$ cat src/gdr_pkg.sv
// Shared types, widths and codes of the grid DDA ray caster.
`default_nettype none

package gdr_pkg;

   localparam int FRAC_BITS    = 16;
   localparam int MAP_SIDE_DEF = 64;

   localparam int POS_W      = 22;
   localparam int VEC_W      = 18;
   localparam int SW_W       = 12;
   localparam int COL_W      = 11;
   localparam int CELL_W     = 6;
   localparam int DIST_W     = 24;
   localparam int SAT_W      = 32;
   localparam int CSR_IDX_W  = 3;
   localparam int CSR_DATA_W = 22;

   // Camera x is a signed Q13.16 value taken from a quotient of up to 29 bits.
   localparam int CAMX_W  = 30;
   localparam int RAY_W   = 33;
   localparam int COORD_W = 10;
   localparam int PNUM_W  = COORD_W + FRAC_BITS + 1;

   localparam int DIV_NUM_W = 41;
   localparam int DIV_DEN_W = 32;

   typedef enum logic {
      OP_WRITE = 1'b0,
      OP_CAST  = 1'b1
   } op_type;

   typedef enum logic [1:0] {
      FACE_WEST  = 2'd0,
      FACE_NORTH = 2'd1,
      FACE_EAST  = 2'd2,
      FACE_SOUTH = 2'd3
   } face_type;

   typedef enum logic [CSR_IDX_W-1:0] {
      CSR_PLAYER_X       = 3'd0,
      CSR_PLAYER_Y       = 3'd1,
      CSR_VIEW_DIR_X     = 3'd2,
      CSR_VIEW_DIR_Y     = 3'd3,
      CSR_CAMERA_PLANE_X = 3'd4,
      CSR_CAMERA_PLANE_Y = 3'd5,
      CSR_SCREEN_WIDTH   = 3'd6
   } csr_index_type;

   typedef struct packed {
      logic                 start;
      logic [DIV_NUM_W-1:0] num;
      logic [DIV_DEN_W-1:0] den;
   } div_cmd_type;

   typedef struct packed {
      logic                 done;
      logic [DIV_NUM_W-1:0] quot;
   } div_rsp_type;

   typedef struct packed {
      logic rd_en;
      logic wr_en;
      logic wr_bit;
   } map_cmd_type;

   typedef struct packed {
      logic ready;
      logic rd_bit;
   } map_rsp_type;

   function automatic logic [RAY_W-1:0] ray_mag(input logic signed [RAY_W-1:0] v);
      return v[RAY_W-1] ? RAY_W'(-v) : RAY_W'(v);
   endfunction

endpackage

`default_nettype wire

$ cat src/gdr_divider.sv
// Restoring radix-2 divider, one quotient bit per cycle.
`default_nettype none

module gdr_divider import gdr_pkg::*; (
   input  logic        clock,
   input  logic        reset,
   input  div_cmd_type cmd,
   output div_rsp_type rsp
);

   localparam int CNT_W = $clog2(DIV_NUM_W + 1);

   logic                 busy_ff, busy_in;
   logic                 done_ff, done_in;
   logic [CNT_W-1:0]     count_ff, count_in;
   logic [DIV_DEN_W:0]   rem_ff, rem_in;
   logic [DIV_NUM_W-1:0] quot_ff, quot_in;
   logic [DIV_DEN_W-1:0] den_ff, den_in;
   logic [DIV_DEN_W:0]   trial;
   logic [DIV_DEN_W:0]   diff;

   assign trial = {rem_ff[DIV_DEN_W-1:0], quot_ff[DIV_NUM_W-1]};
   assign diff  = trial - {1'b0, den_ff};

   always_comb begin
      busy_in  = busy_ff;
      done_in  = 1'b0;
      count_in = count_ff;
      rem_in   = rem_ff;
      quot_in  = quot_ff;
      den_in   = den_ff;
      if (cmd.start) begin
         busy_in  = 1'b1;
         count_in = CNT_W'(DIV_NUM_W);
         rem_in   = '0;
         quot_in  = cmd.num;
         den_in   = cmd.den;
      end else if (busy_ff) begin
         if (trial >= {1'b0, den_ff}) begin
            rem_in  = diff;
            quot_in = {quot_ff[DIV_NUM_W-2:0], 1'b1};
         end else begin
            rem_in  = trial;
            quot_in = {quot_ff[DIV_NUM_W-2:0], 1'b0};
         end
         count_in = count_ff - CNT_W'(1);
         if (count_ff == CNT_W'(1)) begin
            busy_in = 1'b0;
            done_in = 1'b1;
         end
      end
   end

   always_ff @(posedge clock) begin
      if (reset) begin
         busy_ff  <= 1'b0;
         done_ff  <= 1'b0;
         count_ff <= '0;
      end else begin
         busy_ff  <= busy_in;
         done_ff  <= done_in;
         count_ff <= count_in;
      end
   end

   always_ff @(posedge clock) begin
      rem_ff  <= rem_in;
      quot_ff <= quot_in;
      den_ff  <= den_in;
   end

   assign rsp.done = done_ff;
   assign rsp.quot = quot_ff;

endmodule

`default_nettype wire

$ cat config.mk
export PLATFORM = sky130hd
export DESIGN_NAME = gdr_divider
export DESIGN_NICKNAME = d
export VERILOG_FILES = /design/src/gdr_pkg.sv /design/src/gdr_divider.sv
export SDC_FILE = /design/constraint.sdc
export NUM_CORES = 1
export LEC_CHECK = 0
export ABC_AREA = 1
export BUFFER_PORTS_ARGS = -buffer_cell sky130_fd_sc_hd__buf_2
export CORE_AREA = 2 2 131 133
export DETAILED_ROUTE_END_ITERATION = 6
export DIE_AREA = 0 0 133 135
export MAX_ROUTING_LAYER = met4
export PLACE_DENSITY = 0.76
export SLEW_MARGIN = 20
export SYNTH_ARGS = -nofsm -noshare
export SYNTH_HDL_FRONTEND = slang
export SYNTH_SLANG_ARGS = --single-unit
$ cat constraint.sdc
create_clock -name clock -period 2.6 [get_ports clock]
set_input_delay 0.13 -clock clock [delete_from_list [all_inputs] [get_ports clock]]
set_output_delay 0.13 -clock clock [all_outputs]
set_load 0.02 [all_outputs]
======== After elaboration in Yosys (flattened, before gate mapping) ========
Cells that the tools add are included.
operators by class
  add/subtract/negate cells ............... 2
  order comparisons ....................... 1
  equal/unequal tests ..................... 1
  multiplexer cells ....................... 10
  bitwise operators ....................... 1
  reductions and logical operators ........ 3
operators by type and width
  cell                                                                 count
  41-bit two-way mux                                                   2
  33-bit by 32-bit >= comparator with 1-bit output                     1
  32-bit two-way mux                                                   1
  32-bit subtractor                                                    1
  6-bit two-way mux                                                    2
  6-bit by 1-bit == test with 1-bit output (second input constant)     1
  6-bit by 1-bit subtractor with 6-bit output (second input constant)  1
  1-bit two-way mux                                                    5
  3-bit OR reduction                                                   1
  2-bit nonzero test                                                   1
  2-bit OR reduction                                                   1
  1-bit NOT                                                            1
word-level totals
  bits in registers ....................... 113
  logic and storage cells ................. 25

======== Longest topological paths before layout ========
Gate-level depths: netlist of run 1.
  depth in word-level cells ............... 4
  mapped depth ............................ 17
  gate-level depth less buffers ........... 16

======== Worst setup path after synthesis of run 1 ========
OpenSTA, ideal clock, no wires.
  path kind ............................... reg-to-reg
  from .................................... register busy_ff
  to ...................................... register quot_ff[0] (enable)
  library setup time ...................... 422 ps
  arrival time ............................ 1941 ps
  data required time ...................... 2178 ps
  setup slack ............................. 237 ps
  cell stages (with the launch flop) ...... 4
  path buffers ............................ 1
  path through ............................ dfxtp_1 nor2_1 inv_1 clkbuf_1
on the way
  longest elaborated chain between the ends .. 1
RTL lines
  element                       RTL line           source
  from (decl)                   gdr_divider.sv:13  logic busy_ff, busy_in;
  from (signal assigned)        gdr_divider.sv:60  busy_ff <= busy_in;
  2-bit nonzero test (no line)  n/a
  to (signal assigned)          gdr_divider.sv:68  quot_ff <= quot_in;
  to (decl)                     gdr_divider.sv:17  logic [DIV_NUM_W-1:0] quot_ff, quot_in;
Every way passes these cells.
A chain may end at the register's enable or synchronous reset.

======== Worst setup path after layout of run 1 ========
  from .................................... register quot_ff[40]
  to ...................................... register rem_ff[30]
on the way
  longest elaborated chain between the ends .. 2
RTL lines
  element                                                                                       RTL line                              source
  32-bit subtractor / 33-bit by 32-bit >= comparator with 1-bit output (equally long branches)  gdr_divider.sv:23, gdr_divider.sv:39
  32-bit two-way mux *                                                                          gdr_divider.sv:39                     if (trial >= {1'b0, den_ff}) begin
  to (signal assigned)                                                                          gdr_divider.sv:67                     rem_ff <= rem_in;
  to (decl)                                                                                     gdr_divider.sv:16                     logic [DIV_DEN_W:0] rem_ff, rem_in;
Mark *: on every way between the ends. The rest lies on a longest branch, timed or not.

==> results.txt, run 1 <==
R2R Setup Slk -> 0.24 ns
Synthesized area -> 0.00732 mm^2
N_diodes -> 0
Nets@finish -> 1343
Place WS -> 0.254 ns
TritonCTS clock tree -> yes
Total CTS buffers -> 17
CP arrival -> 2.67 ns
H-tree depth -> 4
CTS Buffer Depth -> 2
Final setup viols -> 0
Initial core utilization -> 0.446
PwrDens -> 550 mW/mm^2
Setup crit end -> rem_ff[30]
Count of cell types in the netlist -> 38
Final Hold Fails -> 0
Cell taking the most area after synthesis -> edfxtp_1
Post-cts sizing count -> 0
Area contributors post-synth -> edfxtp_1 (30%), nand2_1 (22%), dfxtp_1 (11%), inv_1 (9.6%), ha_1 (5.8%)
Most common cell after layout, fill and taps aside -> nand2_1
Post-synthesis sequential area ratio -> 0.409
MaxCap Viol Count -> 0
Leakage power -> 4.99 nW
Post-detail-place hpwl -> 14.3 mm
Most frequent cells in the layout -> nand2_1 (434), inv_1 (186), buf_2 (117)
DIE HEIGHT -> 135 um
Worst Reg-to-Reg Cells -> 15
Syn Inst Count -> 1039
Worst r2r src -> quot_ff[40]
Initial antenna violation count -> 0
GRT overflow -> 0
Post-synth top area share -> 0.300
ANT nets after route -> 0
Input/output buffers -> 117
CP Data Required Time -> 2.92 ns
Placed Cells -> 1363
Fmax achieved -> 425 MHz
CP Max Fanout -> 5
Max_slew headroom -> 0.704
Drt wl/cell -> 14.0 um
# Post-CTS Setup Buffers -> 0
Multi-input logic area -> 0.00347 mm^2
Clock Latency Late Sink -> 0.42 ns
Synth Register Bits -> 113
Worst hold path type -> input pin to flip-flop
EDFF count, synth -> 73
Most used flip-flop cell after synthesis -> edfxtp_1
Fraction of layout cells with a size suffix above 1 -> 0.156
Via/cell ratio -> 4.84
Synthesis-to-finish area growth -> 28.9%
Root cell of the clock tree -> clkbuf_16
Total GRT Usage -> 0.247
Via Count -> 7085
Syn_nets -> 1150
Vias in the first global route -> 7066
Ys async rst share -> 0
Unrepaired setup endpoints after global routing -> false
Worst Setup Start Kind -> flip-flop
VDD IR-drop max -> 0.000458 V
Crit path kind -> flip-flop to flip-flop
Slew Viols, Final -> 0
Crit. Startpoint -> quot_ff[40]
Remaining DRCs -> 0
Initial DRC Count -> 529
Largest net degree at the start of global routing -> 54
Outcome -> completed
Die Footprint -> 0.0180 mm^2
Post-route setup slack -> 0.245 ns
Final setup TNS -> 0 ns
Period minus WS final -> 2.36 ns
Synth Area per Inst -> 7.04 um^2
Final std cells w/o fill -> 1465
GPL Wtd Cong -> 0.998
Yosys warns -> 0
# clock sinks -> 113
R2R Path End -> rem_ff[30]
DRT Wirelength -> 20.6 mm
Crit end category -> flip-flop
IO Pins -> 118
Storage cell area -> 0.00299 mm^2
Clock-pin slew on the worst setup and hold paths -> 0.06 ns
Period utilisation layout -> 0.906
Initial DRT Pass Iterations -> 5
Core area -> 0.0164 mm^2
First-pass GRT wire length -> 33.8 mm
Placement row count -> 47
Die X-Extent -> 133 um
Final Skew -> 0.0115 ns
Worst-margin pin slew -> 0.444 ns
Layout fillers -> 1539
==> final cells by class <==
cell class / count / area share
clock buffer: 20 / 0.0484
multi-input combinational: 711 / 0.368
timing repair buffer: 199 / 0.147
sequential: 113 / 0.317
inverter: 190 / 0.0756
tap: 220 / 0.0292
clock inverter: 12 / 0.0142
==> metrics by stage <==
step	utilization	area, um^2	hold WS [ns]	total power [mW]
floorplan	-	7320	0.199	2.55
global placement	0.496	8140	0.307	2.79
detailed placement	0.496	8140	0.308	2.80
CTS	0.575	9430	0.00836	5.23
global route	0.575	9430	0.0124	5.40
finish	0.575	9430	0.0321	5.19
==> sequential cells by signal (all words and copies together) (netlist names) <==
name and flops:
busy_ff 1, count_ff 6, den_ff 32, done_ff 1, quot_ff 41, rem_ff 32
==> cells in the mapped netlist, drive strengths merged, types with 2 or more instances <==
master / count
and2: 4
inv: 189
edfxtp: 73
a31oi: 3
nand3b: 14
buf: 10
dfxtp: 40
nor4: 3
ha: 34
a21oi: 21
nor3: 4
nand3: 83
o21a: 2
nand4: 8
nand2: 445
clkbuf: 15
nor2: 51
o21bai: 3
xnor2: 14
o21ai: 17
==> cell families (layout without fill, tap and decap cells) <==
kind of cell	count (synthesis)	count (layout)	synth area share
xor gates and xnor gates	15	15	0.0180
DFF	113	113	0.409
AOI/OAI and AO/OA	48	48	0.0363
adders and majority gates	35	35	0.0609
and+or+nand+nor	613	613	0.359
buffers and inverters	215	421	0.117
==> repair_timing <==
item	CTS	global route
hold buffers	70	0
hold endpoints to repair	72	0
endpoints found under the setup margin	0	0
==> how the worst min path moves through the flow <==
stage               slack, ns           to  cells after the start     from
finish                   0.03  quot_ff[30]                      3  cmd[62]
global route             0.01  quot_ff[30]                      3  cmd[62]
CTS                     0.008  quot_ff[30]                      3  cmd[62]
detailed placement       0.31   den_ff[18]                      1  cmd[18]
global placement         0.31    den_ff[6]                      1   cmd[6]
floorplan                0.20  count_ff[3]                      1    reset
==> worst max-delay path, cell delays in order, from the launching register on <==
cell,delay [ns]
edfxtp_1,0.36
inv_1,0.08
ha_1,0.23
fa_1,0.40
inv_1,0.09
nand3_1,0.06
nand3_1,0.20
nand2_1,0.08
nand2_1,0.14
nand2_1,0.07
nand2_1,0.14
nand2_1,0.09
nand3_1,0.10
nand3_2,0.07
nand2_1,0.08
nand2_1,0.04
==> power by group <==
part / internal (mW) / switching (mW)
Clock: 1.46 / 0.868
Combinational: 0.290 / 0.450
Sequential: 2.06 / 0.0643
==> per-layer routing <==
| layer | GRT usage | vias up | wire (um) |
|---|---|---|---|
| met3 | 0.0477 | 34 | 1220 |
| met4 | 0.0890 | 0 | 414 |
| met2 | 0.415 | 257 | 9800 |
| met1 | 0.297 | 3188 | 9120 |
| met5 | - | - | 0 |
| li1 | - | 3606 | - |
Power figures use the tool's default switching activity.
==> run 2, diff against run 1 <==
--- a/config.mk
+++ b/config.mk
@@ -11,7 +11,7 @@
 export DETAILED_ROUTE_END_ITERATION = 6
 export DIE_AREA = 0 0 133 135
 export MAX_ROUTING_LAYER = met4
-export PLACE_DENSITY = 0.76
+export PLACE_DENSITY = 0.79
 export SLEW_MARGIN = 20
 export SYNTH_ARGS = -nofsm -noshare
 export SYNTH_HDL_FRONTEND = slang
==> constraint.sdc (replaced) <==
create_clock -name clock -period 2.16 [get_ports clock]
set_input_delay 0.108 -clock clock [delete_from_list [all_inputs] [get_ports clock]]
set_output_delay 0.108 -clock clock [all_outputs]
set_load 0.02 [all_outputs]
==> run 2 against run 1 <==
First-iteration DRC count decreased by 5.3%; critical endpoint is now rem_ff[3]; sequential power increased by 21%; die area unchanged.
==> results.txt, run 2 (same netlist as run 1, synthesis figures left out) <==
DIE HEIGHT -> 135 um
CP arrival -> 2.43 ns
Placed Cells -> 1388
Vias in the first global route -> 7040
ANT nets after route -> 0
Core area -> 0.0164 mm^2
Most common cell after layout, fill and taps aside -> nand2_1
Total CTS buffers -> 17
Final std cells w/o fill -> 1514
Total GRT Usage -> 0.253
Crit end category -> flip-flop
Drt wl/cell -> 15.7 um
Layout fillers -> 1317
Storage cell area -> 0.00299 mm^2
Die Footprint -> 0.0180 mm^2
Pwr Total -> 6.61 mW
WHS Path Cells -> 3
Root cell of the clock tree -> clkbuf_16
DRT Wirelength -> 23.8 mm
# clock sinks -> 113
Reg with most FFs -> quot_ff
Crit path kind -> flip-flop to flip-flop
Nets@finish -> 1392
Worst Reg-to-Reg Cells -> 15
Initial DRC Count -> 501
Max reg flops -> 41
Period minus WS final -> 2.13 ns
Largest net degree at the start of global routing -> 54
VDD IR-drop max -> 0.000658 V
Initial core utilization -> 0.446
Initial antenna violation count -> 0
Input/output buffers -> 117
GRT overflow -> 0
H-tree depth -> 4
First-pass GRT wire length -> 34.7 mm
CP Max Fanout -> 6
Initial DRT Pass Iterations -> 6
CTS Buffer Depth -> 2
Most frequent cells in the layout -> nand2_1 (377), inv_1 (176), buf_2 (117)
Outcome -> completed
R2R Path End -> rem_ff[3]
Hold Startpoint -> cmd[34]
Remaining DRCs -> 0
IO Pins -> 118
PwrDens -> 616 mW/mm^2
Die X-Extent -> 133 um
Hold Path Sink -> quot_ff[2]
Worst r2r src -> den_ff[13]
Final setup viols -> 0
Clock Latency Late Sink -> 0.43 ns
Top flop regs -> quot_ff x41, den_ff x32, rem_ff x32
Worst-margin pin slew -> 0.511 ns
Slew Viols, Final -> 0
CP Data Required Time -> 2.46 ns
GPL Wtd Cong -> 0.964
Max_slew headroom -> 0.659
Leakage power -> 5.45 nW
Final Skew -> 0.0124 ns
Fraction of layout cells with a size suffix above 1 -> 0.281
TritonCTS clock tree -> yes
MaxCap Viol Count -> 0
Via Count -> 7563
Multi-input logic area -> 0.00421 mm^2
Synthesis-to-finish area growth -> 46.6%
Period utilisation layout -> 0.986
Final Hold Fails -> 0
Post-placement cell area -> 0.00838 mm^2
N_diodes -> 0
Worst hold path type -> input pin to flip-flop
Fmax achieved -> 469 MHz
Worst Setup Start Kind -> flip-flop
Clock-pin slew on the worst setup and hold paths -> 0.06 ns
Post-detail-place hpwl -> 14.8 mm
R2R Setup Slk -> 0.03 ns
Via/cell ratio -> 5.00
Placement row count -> 47
Unrepaired setup endpoints after global routing -> true
Final instance area -> 0.0107 mm^2
## run 2: where the power goes
part | total, mW | internal, mW | switching, mW | leakage (nW)
logic | 1.10 | 0.464 | 0.641 | 4.09
registers | 2.57 | 2.48 | 0.0900 | 1.06
clock network | 2.94 | 1.77 | 1.17 | 0.300
total | 6.61 | 4.71 | 1.90 | 5.45
## run 2: metrics by stage
step                      hold slack (ns)  TNS, ns  setup WS [ns]   util
final                              0.0319        0         0.0295  0.654
after global routing               0.0210    -2.01         -0.110  0.654
after CTS                         0.00252        0         0.0273  0.593
after detailed placement            0.286   -0.963         -0.108  0.511
after global placement              0.285   -0.491         -0.118  0.511
after floorplan                     0.177        0         0.0379      -
## run 2: layout make-up
class                           count  share of cell area
Tap cell                          220              0.0257
Inverter                          190              0.0665
Multi-Input combinational cell    711               0.392
Timing Repair Buffer              248               0.180
Clock buffer                       18              0.0409
Clock inverter                     14              0.0156
Sequential cell                   113               0.279
## run 2: worst max path at each step
stage                     start    endpoint  slack [ns]  cells after the start
floorplan           quot_ff[40]  rem_ff[30]        0.04                     15
global placement      den_ff[0]  rem_ff[30]       -0.12                     14
detailed placement  quot_ff[40]  rem_ff[30]       -0.11                     15
CTS                  den_ff[19]  rem_ff[28]        0.03                     14
global route         den_ff[20]   rem_ff[3]       -0.11                     17
finish               den_ff[13]   rem_ff[3]        0.03                     15
## run 2: layer usage
metal	vias up	global-route usage	wire length (um)
met3	47	0.0571	1750
li1	3705	-	-
met5	-	-	0
met4	0	0.0878	688
met1	3461	0.303	9830
met2	350	0.422	11600
## run 2: timing repair
action,4_1_cts,5_1_grt
resized for setup,9,157
gates cloned,0,6
pin swaps,0,56
hold buffers,71,0
buffers inserted,0,17
endpoints found under the setup margin,32,33
endpoints found under the hold margin,73,0
## run 2: critical path: stages (launching register included)
cell      delay (ns)
edfxtp_1        0.32
inv_1           0.06
ha_4            0.30
nand2_4         0.07
nor2_4          0.16
nand2_4         0.07
nor2_4          0.13
nand2_2         0.08
nor2_4          0.13
nor2_4          0.05
buf_6           0.14
nand2_8         0.11
buf_8           0.13
nand2_1         0.08
nand3_1         0.09
o21ai_1         0.07
==> run 3, diff against run 2 <==
--- a/config.mk
+++ b/config.mk
@@ -11,7 +11,7 @@
 export DETAILED_ROUTE_END_ITERATION = 6
 export DIE_AREA = 0 0 133 135
 export MAX_ROUTING_LAYER = met4
-export PLACE_DENSITY = 0.79
+export PLACE_DENSITY = 0.68
 export SLEW_MARGIN = 20
 export SYNTH_ARGS = -nofsm -noshare
 export SYNTH_HDL_FRONTEND = slang
==> run 3 against run 2 <==
Combinational power is essentially flat; power decreased by 3.0%; flip-flop and latch count unchanged; clock power shrank 7.5%; setup slack better by 0.016 ns; critical path depth did not move; sequential share of layout area is 0.70 points lower; fmax increased by 0.75%; largest cell class unchanged; largest power group unchanged.
==> results.txt, run 3 (same netlist as run 1, synthesis figures left out) <==
Root cell of the clock tree -> clkbuf_16
Fraction of layout cells with a size suffix above 1 -> 0.303
Worst Setup Start Kind -> flip-flop
Post-detail-place hpwl -> 14.8 mm
Total GRT Usage -> 0.255
Crit end category -> flip-flop
Placement row count -> 47
Initial core utilization -> 0.446
P_int -> 4.57 mW
Clock-pin slew on the worst setup and hold paths -> 0.06 ns
Worst-margin pin slew -> 0.520 ns
Pwr Total -> 6.41 mW
Layout fillers -> 1309
ANT nets after route -> 0
CP arrival -> 2.43 ns
Period utilisation layout -> 0.979
Total CTS buffers -> 17
VDD IR-drop max -> 0.000554 V
Storage cell area -> 0.00299 mm^2
First-pass GRT wire length -> 35.3 mm
GPL Wtd Cong -> 1.02
R2R Setup Slk -> 0.05 ns
Sw frac -> 0.286
CP Max Fanout -> 7
Vias in the first global route -> 7471
Max_slew headroom -> 0.653
GRT overflow -> 0
Largest net degree at the start of global routing -> 54
End-of-flow core utilization -> 0.670
Die X-Extent -> 133 um
Drt wl/cell -> 14.3 um
Worst hold path type -> input pin to flip-flop
Synthesis-to-finish area growth -> 50.4%
Sequential share of power -> 0.398
Multi-input logic area -> 0.00419 mm^2
Slew Viols, Final -> 0
# clock sinks -> 113
Clock Latency Late Sink -> 0.43 ns
Via/cell ratio -> 4.81
Unrepaired setup endpoints after global routing -> true
N_diodes -> 0
Outcome -> completed
Die Footprint -> 0.0180 mm^2
Placed Cells -> 1428
Clock power frac -> 0.425
Initial antenna violation count -> 0
Final Skew -> 0.00864 ns
Remaining DRCs -> 0
CP Data Required Time -> 2.48 ns
Most common cell after layout, fill and taps aside -> nand2_1
TritonCTS clock tree -> yes
Nets@finish -> 1433
Final std cells w/o fill -> 1555
Leakage power -> 5.59 nW
DRT Wirelength -> 22.2 mm
MaxCap Viol Count -> 0
Core area -> 0.0164 mm^2
Psw -> 1.84 mW
Final setup viols -> 0
Combinational share of power -> 0.177
DIE HEIGHT -> 135 um
Post-placement cell area -> 0.00869 mm^2
IO Pins -> 118
Initial DRC Count -> 442
Final Hold Fails -> 0
Initial DRT Pass Iterations -> 5
Top flop regs -> quot_ff x41, den_ff x32, rem_ff x32
Period minus WS final -> 2.11 ns
Most frequent cells in the layout -> nand2_1 (381), inv_1 (173), buf_2 (117)
H-tree depth -> 4
Reg with most FFs -> quot_ff
Fmax achieved -> 473 MHz
Crit path kind -> flip-flop to flip-flop
PwrDens -> 583 mW/mm^2
Via Count -> 7480
CTS Buffer Depth -> 2
Max reg flops -> 41
Final instance area -> 0.0110 mm^2
Input/output buffers -> 117
## run 3: area by class of cell
class                           instances  share of cell area
Clock buffer                           18              0.0390
Clock inverter                         14              0.0119
Inverter                              190              0.0648
Multi-Input combinational cell        711               0.381
Sequential cell                       113               0.272
Tap cell                              220              0.0250
Timing Repair Buffer                  289               0.206
## run 3: worst paths after layout
kind                      to       start  cells past startpoint
setup / recovery  rem_ff[22]  den_ff[18]                     15
hold / removal    quot_ff[0]     cmd[32]                      3
setup reg to reg  rem_ff[22]  den_ff[18]                     15
hold reg to reg   rem_ff[28]  rem_ff[28]                      2
## run 3: what timing repair did
item,4_1_cts,5_1_grt
gates resized for setup,37,130
setup buffers,8,10
pin swaps,9,50
endpoints found under the hold margin,75,0
setup endpoints to repair,33,33
cloned,2,2
hold buffers,73,0
## run 3: critical path, cell delays in order (launching register included)
cell and delay, ns:
edfxtp_1 0.36, inv_2 0.06, ha_4 0.30, nand2_4 0.06, nor2_4 0.15, nand2_2 0.09
nor2_4 0.13, nand2_2 0.07, nor2_4 0.12, nor2_4 0.06, buf_12 0.13, nand2_8 0.13
buf_12 0.16, nand2_2 0.07, nand3_2 0.07, nand2_1 0.05
## run 3: metal layers
metal  routed length (um)  share of wire  global-route usage  up-vias
met5                    0              0                   -        -
met2                10600           0.48               0.432      229
met1                 9730           0.44               0.306     3406
met4                  706          0.032              0.0902        0
met3                 1100          0.050              0.0462       51
li1                     -              -                   -     3794
## run 3: per-stage QoR
| step | setup WS [ns] | hold WS [ns] | setup TNS [ns] |
|---|---|---|---|
| floorplan | 0.0379 | 0.177 | 0 |
| global placement | -0.121 | 0.285 | -0.659 |
| detailed placement | -0.171 | 0.286 | -1.74 |
| CTS | -0.00557 | 0.0445 | -0.00557 |
| global route | -0.0604 | 0.0889 | -1.30 |
| finish | 0.0454 | 0.0667 | 0 |
## run 3: power groups by stage
stage	Combinational [mW]	Clock (mW)	Sequential, mW
finish	1.13	2.72	2.55
global route	1.24	2.86	2.57
CTS	1.01	2.76	2.55
detailed placement	0.869	0	2.58
global placement	0.859	0	2.59
floorplan	0.392	0	2.68
